<file path="config.mk">
export PLATFORM = sky130hd
export DESIGN_NAME = chsi_mod
export DESIGN_NICKNAME = d
export VERILOG_FILES = /design/src/hdl/chsi_pkg.sv /design/src/hdl/chsi_mod.sv
export SDC_FILE = /design/constraint.sdc
export NUM_CORES = 1
export LEC_CHECK = 0
export BUFFER_PORTS_ARGS = -buffer_cell sky130_fd_sc_hd__buf_2
export CAP_MARGIN = 20
export CORE_MARGIN = 4
export CORE_UTILIZATION = 64
export CTS_CLUSTER_SIZE = 8
export DETAILED_ROUTE_END_ITERATION = 10
export PLACE_DENSITY = 0.87
export SLEW_MARGIN = 20
export SYNTH_ARGS = -nofsm -noshare
export SYNTH_HDL_FRONTEND = slang
export SYNTH_SLANG_ARGS = --single-unit
export TNS_END_PERCENT = 5
</file>
<file path="constraint.sdc">
create_clock -name i_clk -period 40.4 [get_ports i_clk]
set_input_delay 8.08 -clock i_clk [delete_from_list [all_inputs] [get_ports i_clk]]
set_output_delay 8.08 -clock i_clk [all_outputs]
set_load 0.01 [all_outputs]
</file>
<file path="src/hdl/chsi_pkg.sv">
package chsi_pkg;

    localparam int BUCKETS   = 256;
    localparam int ENTRIES   = 1024;
    localparam int BKT_W     = $clog2(BUCKETS);
    localparam int IDX_W     = $clog2(ENTRIES);
    localparam int CNT_W     = IDX_W + 1;
    localparam int INODE_W   = 64;
    localparam int DEVICE_W  = 32;
    localparam int BCNT_W    = 9;
    localparam int LIMIT_W   = 11;
    localparam int USED_W    = 11;
    localparam int CFG_W     = 11;
    localparam int MOD_STEP  = 8;
    localparam int MOD_CYC   = INODE_W / MOD_STEP;
    localparam int MCNT_W    = $clog2(MOD_CYC);

    typedef enum logic [0:0] {
        CFG_BUCKET_COUNT = 1'b0,
        CFG_ENTRY_LIMIT  = 1'b1
    } t_cfg_idx;

    typedef enum logic [1:0] {
        ST_NEW     = 2'd0,
        ST_PRESENT = 2'd1,
        ST_FULL    = 2'd2
    } t_status;

    typedef struct packed {
        logic [INODE_W-1:0]  inode;
        logic [DEVICE_W-1:0] device;
        logic                nxt_valid;
        logic [IDX_W-1:0]    nxt;
    } t_entry;

    typedef struct packed {
        logic             re;
        logic             we;
        logic [BKT_W-1:0] addr;
        logic [IDX_W-1:0] wdata;
    } t_head_req;

    typedef struct packed {
        logic             re;
        logic             we;
        logic [IDX_W-1:0] addr;
        t_entry           wdata;
    } t_pool_req;

    // modulus actually applied: zero acts as one, clamp to table size
    function automatic logic [BKT_W:0] eff_buckets(input logic [BCNT_W-1:0] cfg);
        logic [BKT_W:0] b;
        if (cfg == '0) begin
            b = (BKT_W+1)'(1);
        end else if (32'(cfg) > BUCKETS) begin
            b = (BKT_W+1)'(BUCKETS);
        end else begin
            b = (BKT_W+1)'(cfg);
        end
        return b;
    endfunction

    function automatic logic [CNT_W-1:0] eff_limit(input logic [LIMIT_W-1:0] cfg);
        logic [CNT_W-1:0] l;
        if (32'(cfg) > ENTRIES) begin
            l = CNT_W'(ENTRIES);
        end else begin
            l = CNT_W'(cfg);
        end
        return l;
    endfunction

endpackage

</file>
<file path="src/hdl/chsi_mod.sv">
module chsi_mod (
    input  logic                           i_clk,
    input  logic                           i_rst_n,
    input  logic                           i_start,
    input  logic [chsi_pkg::INODE_W-1:0]   i_dividend,
    input  logic [chsi_pkg::BKT_W:0]       i_divisor,
    output logic                           o_done,
    output logic [chsi_pkg::BKT_W-1:0]     o_rem
);

    logic [chsi_pkg::INODE_W-1:0] r_dvd;
    logic [chsi_pkg::BKT_W:0]     r_div;
    logic [chsi_pkg::BKT_W-1:0]   r_rem;
    logic [chsi_pkg::BKT_W-1:0]   n_rem;
    logic [chsi_pkg::MCNT_W-1:0]  r_cnt;
    logic                         r_run;
    logic                         r_done;

    // several restoring remainder steps per cycle, one dividend bit each
    always_comb begin
        logic [chsi_pkg::BKT_W-1:0] rem;
        logic [chsi_pkg::BKT_W:0]   t;
        rem = r_rem;
        t   = '0;
        for (int i = 0; i < chsi_pkg::MOD_STEP; i++) begin
            t = {rem, r_dvd[chsi_pkg::INODE_W-1-i]};
            if (t >= r_div) begin
                t = t - r_div;
            end
            rem = t[chsi_pkg::BKT_W-1:0];
        end
        n_rem = rem;
    end

    always_ff @(posedge i_clk) begin
        if (!i_rst_n) begin
            r_run  <= 1'b0;
            r_done <= 1'b0;
            r_cnt  <= '0;
        end else begin
            r_done <= 1'b0;
            if (i_start) begin
                r_run <= 1'b1;
                r_cnt <= '0;
            end else if (r_run) begin
                r_cnt <= r_cnt + 1'b1;
                if (r_cnt == chsi_pkg::MCNT_W'(chsi_pkg::MOD_CYC - 1)) begin
                    r_run  <= 1'b0;
                    r_done <= 1'b1;
                end
            end
        end
    end

    always_ff @(posedge i_clk) begin
        if (i_start) begin
            r_dvd <= i_dividend;
            r_div <= i_divisor;
            r_rem <= '0;
        end else if (r_run) begin
            r_dvd <= r_dvd << chsi_pkg::MOD_STEP;
            r_rem <= n_rem;
        end
    end

    assign o_done = r_done;
    assign o_rem  = r_rem;

endmodule

</file>
==> impl_metrics.json, run 1 <==
{
  "grt_start_max_net_pins": 65,
  "leading_cell_type_in_the_layout_fill_and_taps_excluded": "buf_2",
  "timing.reg2reg.worst_path_depth": 57,
  "synth.yosys.seq_area_share_pct": 34.52,
  "finalWorstSetupSlack_ns": 23.92,
  "clock.fmax_ghz": 0.06067,
  "core_area_um2": 10840,
  "gp_routability_congestion": 0.9693,
  "grt_setup_unrepaired": "no",
  "design.portCount": 85,
  "post_synth_fa_ha_maj_area_fraction_pct": 15.29,
  "drt_pre_antenna_iters": 5,
  "worst_setup_path_start_kind": "register",
  "worst_path_required_time_ns": 40.63,
  "synth_cells": 680,
  "areaGrowthSynthToFinish_pct": 10.20,
  "multiInputGateArea_um2": 4425,
  "holdBufCountCts": 0,
  "worst_r2r_dst": "o_rem[1]",
  "synth-simple-area-share_pct": 11.32,
  "yosys_register_bits": 86,
  "critical_path.most_common_cell": "ha_1",
  "drv_slew": 0,
  "fp.dieArea_um2": 12850,
  "sequential_cell_area_um2": 2452,
  "synth.mux.area_fraction_pct": 12.59,
  "worst_skew_pair.late_latency_ns": 0.37,
  "tritoncts": "done",
  "post_drt_wl_per_cell_um": 19.27,
  "htree_num_levels": 3,
  "synth.avg_cell_area_um2": 10.45,
  "place.detailed.hpwl_um": 13190,
  "antenna_found_initial": 0,
  "routed_wl_um": 17500,
  "setup_viol_count_final": 0,
  "die_w_um": 113.4,
  "slowest_stage": "a311oi_2",
  "nFillCells": 767,
  "dpl_worst_slack_ns": 24.27,
  "effective_utilization_at_floorplan_pct": 65.54,
  "synth_top_area_cell": "edfxtp_1",
  "n_antenna_cell": 0,
  "port_buffers": 84,
  "min_period_over_period_pct": 40.80,
  "critPathArrivalTime_ns": 16.71,
  "drive_gt1_share_pct": 26.04,
  "worst_setup_path_startpoint": "r_div[1]",
  "final_design_area_no_fill_um2": 7829,
  "num_vias": 5772,
  "post_synth_xor_area_fraction_pct": 4.315,
  "syn_area_um2": 7104,
  "drv.max_cap_violation_count": 0,
  "relative_slew_slack_pct": 29.28,
  "finalHoldViolCount": 0,
  "drtAntennaViolNets": 0,
  "share_of_yosys_cell_area_claimed_by_the_top_area_cell_type_pct": 30.86,
  "timing.rr.start": "r_div[1]",
  "row_count": 38,
  "synth_top_family_by_area": "compound AO/OA/AOI/OAI gates",
  "fin_tns_setup_ns": 0,
  "floorplan.die.height_um": 113.4,
  "ys_types": 75,
  "worst_pin_slew_ns": 1.061,
  "synth_fp_nets": 838,
  "grt_util_all_layers_pct": 27.86,
  "dominantRegCellSynth": "edfxtp_1",
  "max_stage_delay_on_crit_path_ns": 0.94,
  "overflow": 0,
  "synth_warnings": 0,
  "critical_path.endpoint_type": "register",
  "compound_gate_portion_of_the_synthesized_area_pct": 18.77,
  "first_global_vias": 5917,
  "first_pass_grt_wire_length_um": 28410,
  "synth_edf_count": 73,
  "synth_top_cells_by_area": "edfxtp_1 31%, ha_1 13%, mux2_2 11%",
  "final_nets": 921,
  "period_minus_slack_ns": 16.48,
  "postCtsSetupBuffers": 0,
  "run_status": "finished clean",
  "crit_type": "reg2reg",
  "endpoint": "o_rem[1]",
  "viasPerCell": 6.357,
  "cts_inserted_buffers": 9,
  "drt_iter0_markers": 405,
  "async_reset_ff_share_pct": 0,
  "worst_clock_skew_ns": 0.01462,
  "route.detailed.drc": 0,
  "final_cell_mix": "84 x buf_2, 74 x ha_1, 73 x edfxtp_1",
  "clk_transition_reported_paths_ns": 0.10,
  "post_cts.resized_instances": 0,
  "worstPathMaxFanout": 16,
  "worst-r2r-setup-slack_ns": 23.92,
  "clkSinkCount": 86,
  "holdCritPathClass": "reg2reg",
  "placedInstanceArea_um2": 7627,
  "cell_chosen_for_the_clock_root": "clkbuf_8",
  "clockBufferDepth": 2
}
cell families after synthesis:
group                      Yosys count
AOI/OAI and AO/OA                  188
and+or+nand+nor                    158
DFF                                 86
adders and majority gates           82
muxes                               80
buffers and inverters               51
xor gates and xnor gates            35
worst max-delay path, delay by kind of cell (launching register included):
| family | cells | cell delay, ns |
|---|---|---|
| muxes | 4 | 1.31 |
| buffers and inverters | 4 | 0.84 |
| DFF | 1 | 0.64 |
| adders and majority gates | 8 | 2.63 |
| AOI/OAI and AO/OA | 25 | 7.72 |
| and+or+nand+nor | 16 | 3.21 |
sequential cells by signal, summed over array words and instances, names as in the netlist:
signal and cells:
r_run 1, o_rem 8, o_done 1, r_dvd 64, r_div 9, r_cnt 3
stage by stage:
stage          hold WS (ns)  instances  utilization (%)
6_report             0.5202        908            72.22
5_1_grt              0.5567        908            72.22
4_1_cts              0.5297        908            72.22
3_5_place_dp         0.5097        892            70.36
3_3_place_gp         0.4796        892            70.36
2_1_floorplan        0.4647        680                -
how the worst min path moves through the flow:
stage	slack (ns)	startpoint	cells after the start	to
final	0.52	r_cnt[1]	2	r_cnt[1]
after global routing	0.56	o_rem[2]	2	o_rem[2]
after CTS	0.53	r_cnt[1]	2	r_cnt[1]
after detailed placement	0.51	r_cnt[1]	2	r_cnt[1]
after global placement	0.48	r_cnt[1]	2	r_cnt[1]
after floorplan	0.46	r_cnt[1]	2	r_cnt[1]
per-layer routing:
| metal | routed length [µm] | vias up | GRT usage, % |
|---|---|---|---|
| met4 | 586 | 0 | 13.38 |
| li1 | - | 2734 | - |
| met5 | 0 | - | 0 |
| met1 | 7228 | 2749 | 33.95 |
| met3 | 1126 | 53 | 5.668 |
| met2 | 8561 | 236 | 47.20 |
cells in the mapped netlist, types with 3 or more instances:
master / number
ha_1: 74
edfxtp_1: 73
mux2_2: 71
a21oi_1: 43
nor2_1: 41
inv_1: 37
nand2_1: 35
o21ai_0: 35
xnor2_1: 23
o21a_1: 22
nor2b_1: 14
a21o_1: 13
dfxtp_1: 13
xor2_1: 12
nand3_1: 11
and2_1: 10
nand2b_1: 10
nand4_1: 10
fa_1: 8
mux2i_1: 8
a31oi_1: 7
o21bai_1: 7
a211oi_1: 6
nor3_1: 6
o211ai_1: 6
or3_1: 6
clkbuf_1: 5
buf_6: 4
a22o_1: 3
and3_1: 3
buf_1: 3
o21ai_1: 3
o31a_1: 3
o31ai_1: 3
o31ai_4: 3
or2_2: 3
area by class of cell:
class | count | share of cell area [%]
clock buffers | 9 | 1.582
clock inverters | 7 | 0.9909
inverters | 37 | 1.774
multi-input cells | 543 | 56.53
flip-flops and latches | 86 | 31.32
well taps | 140 | 2.237
repair buffers | 86 | 5.562
Power of run 1 is left out: the tool's default activity adds up to more than one toggle a clock period on the data nets, which glitch-free logic cannot reach.
==> inputs of run 2 (changes only) <==
--- a/config.mk
+++ b/config.mk
@@ -8,10 +8,10 @@
 export BUFFER_PORTS_ARGS = -buffer_cell sky130_fd_sc_hd__buf_2
 export CAP_MARGIN = 20
 export CORE_MARGIN = 4
-export CORE_UTILIZATION = 64
+export CORE_UTILIZATION = 60
 export CTS_CLUSTER_SIZE = 8
 export DETAILED_ROUTE_END_ITERATION = 10
-export PLACE_DENSITY = 0.87
+export PLACE_DENSITY = 0.82
 export SLEW_MARGIN = 20
 export SYNTH_ARGS = -nofsm -noshare
 export SYNTH_HDL_FRONTEND = slang
==> constraint.sdc (replaced) <==
create_clock -name i_clk -period 15.78 [get_ports i_clk]
set_input_delay 3.156 -clock i_clk [delete_from_list [all_inputs] [get_ports i_clk]]
set_output_delay 3.156 -clock i_clk [all_outputs]
set_load 0.01 [all_outputs]
==> impl_metrics.json, run 2 (synthesis gave the netlist of run 1 again) <==
{
  "run_status": "finished clean",
  "dpl.cell_count": 899,
  "leading_cell_type_in_the_layout_fill_and_taps_excluded": "buf_2",
  "final_nets": 930,
  "grt_setup_unrepaired": "no",
  "max_stage_delay_on_crit_path_ns": 0.68,
  "clkSinkCount": 86,
  "areaGrowthSynthToFinish_pct": 12.75,
  "critical_path.most_common_cell": "ha_1",
  "drtAntennaViolNets": 0,
  "core_area_um2": 11520,
  "drt_iter0_markers": 493,
  "worst_setup_path_start_kind": "register",
  "drive_gt1_share_pct": 27.32,
  "cell_chosen_for_the_clock_root": "clkbuf_16",
  "largest_register_ffs": 64,
  "drt_pre_antenna_iters": 5,
  "wl_met1_um": 7157,
  "top_signal_layer_used": "met4",
  "n_antenna_cell": 0,
  "wl_met3_um": 1022,
  "grt_util_all_layers_pct": 26.14,
  "design.portCount": 85,
  "clockBufferDepth": 2,
  "viasPerCell": 6.205,
  "port_buffers": 84,
  "setup_viol_count_final": 0,
  "first_pass_grt_wire_length_um": 27980,
  "critPathBufInv": 5,
  "gp_routability_congestion": 0.9868,
  "nFillCells": 878,
  "cts_inserted_buffers": 9,
  "clk_transition_reported_paths_ns": 0.06,
  "tritoncts": "done",
  "fin_tns_setup_ns": 0,
  "floorplan.die.height_um": 116.8,
  "worst_skew_pair.late_latency_ns": 0.33,
  "critPathArrivalTime_ns": 15.03,
  "critical-path-top-delay-family": "compound AO/OA/AOI/OAI gates",
  "worst-r2r-setup-slack_ns": 0.94,
  "grt_start_max_net_pins": 86,
  "met2_wirelength_um": 8624,
  "post_drt_wl_per_cell_um": 18.86,
  "antenna_found_initial": 0,
  "drv_slew": 0,
  "critical_path.endpoint_type": "register",
  "row_count": 39,
  "worst_path_required_time_ns": 15.97,
  "holdBufCountCts": 0,
  "slowest_stage": "edfxtp_1",
  "first_global_vias": 5923,
  "die_w_um": 116.8,
  "period_minus_slack_ns": 14.84,
  "fp.dieArea_um2": 13650,
  "worst_clock_skew_ns": 0.009115,
  "worstPathMaxFanout": 16,
  "largest-register": "r_dvd",
  "overflow": 0,
  "htree_num_levels": 3,
  "drv.max_cap_violation_count": 0,
  "place.detailed.hpwl_um": 13300,
  "relative_slew_slack_pct": 37.40,
  "routed_wl_um": 17330,
  "effective_utilization_at_floorplan_pct": 61.69,
  "num_vias": 5702,
  "route.detailed.drc": 0,
  "worst_pin_slew_ns": 0.9389,
  "instances_no_fill": 919,
  "finalHoldViolCount": 0,
  "holdCritPathClass": "reg2reg",
  "min_period_over_period_pct": 94.05,
  "final_cell_mix": "83 x buf_2, 74 x ha_1, 73 x edfxtp_1",
  "clock.fmax_ghz": 0.06738,
  "crit_type": "reg2reg"
}
run 2: metal layers:
| layer | global-route usage, % | up-vias |
|---|---|---|
| met5 | 0 | - |
| met4 | 10.40 | 0 |
| met3 | 5.450 | 51 |
| met2 | 45.20 | 193 |
| met1 | 31.96 | 2715 |
| li1 | - | 2743 |
run 2: cell type report:
type | count | area [µm²] | area share, %
multi-input combinational | 543 | 4442 | 55.45
sequential | 86 | 2452 | 30.62
timing repair buffer | 95 | 505.5 | 6.311
clock buffer | 10 | 229.0 | 2.858
tap | 143 | 178.9 | 2.234
inverter | 37 | 142.6 | 1.781
clock inverter | 5 | 60.06 | 0.7498
run 2: final timing paths:
check | start | to | depth (start not counted)
max | r_div[0] | o_rem[1] | 58
min | r_cnt[2] | r_cnt[2] | 2
max reg2reg | r_div[0] | o_rem[1] | 58
min reg2reg | r_cnt[2] | r_cnt[2] | 2
run 2: per-stage QoR:
stage / instance area, µm² / hold slack, ns / worst slack (ns) / utilization [%]
floorplan: 7104 / 0.4647 / 2.657 / -
global placement: 7664 / 0.4808 / 1.026 / 66.55
detailed placement: 7664 / 0.4979 / 0.6027 / 66.55
CTS: 7953 / 0.5113 / 0.5589 / 69.06
global route: 8010 / 0.5544 / 0.02153 / 69.56
finish: 8010 / 0.5089 / 0.9382 / 69.56
run 2: timing repair:
item,CTS,global route
endpoints found under the setup margin,0,8
hold endpoints to repair,0,0
buffers inserted,0,5
gates resized for setup,0,7
run 2: worst reg2reg max path, delay by kind of cell (launching register included):
kind                       cells  cell delay, ns
DFF                            1            0.68
AOI/OAI and AO/OA             26            6.92
xor gates and xnor gates       1            0.09
adders and majority gates      9            2.92
buffers and inverters          5            0.64
muxes                          4            1.16
and+or+nand+nor               13            2.26
Power of run 2 is left out for the same reason.
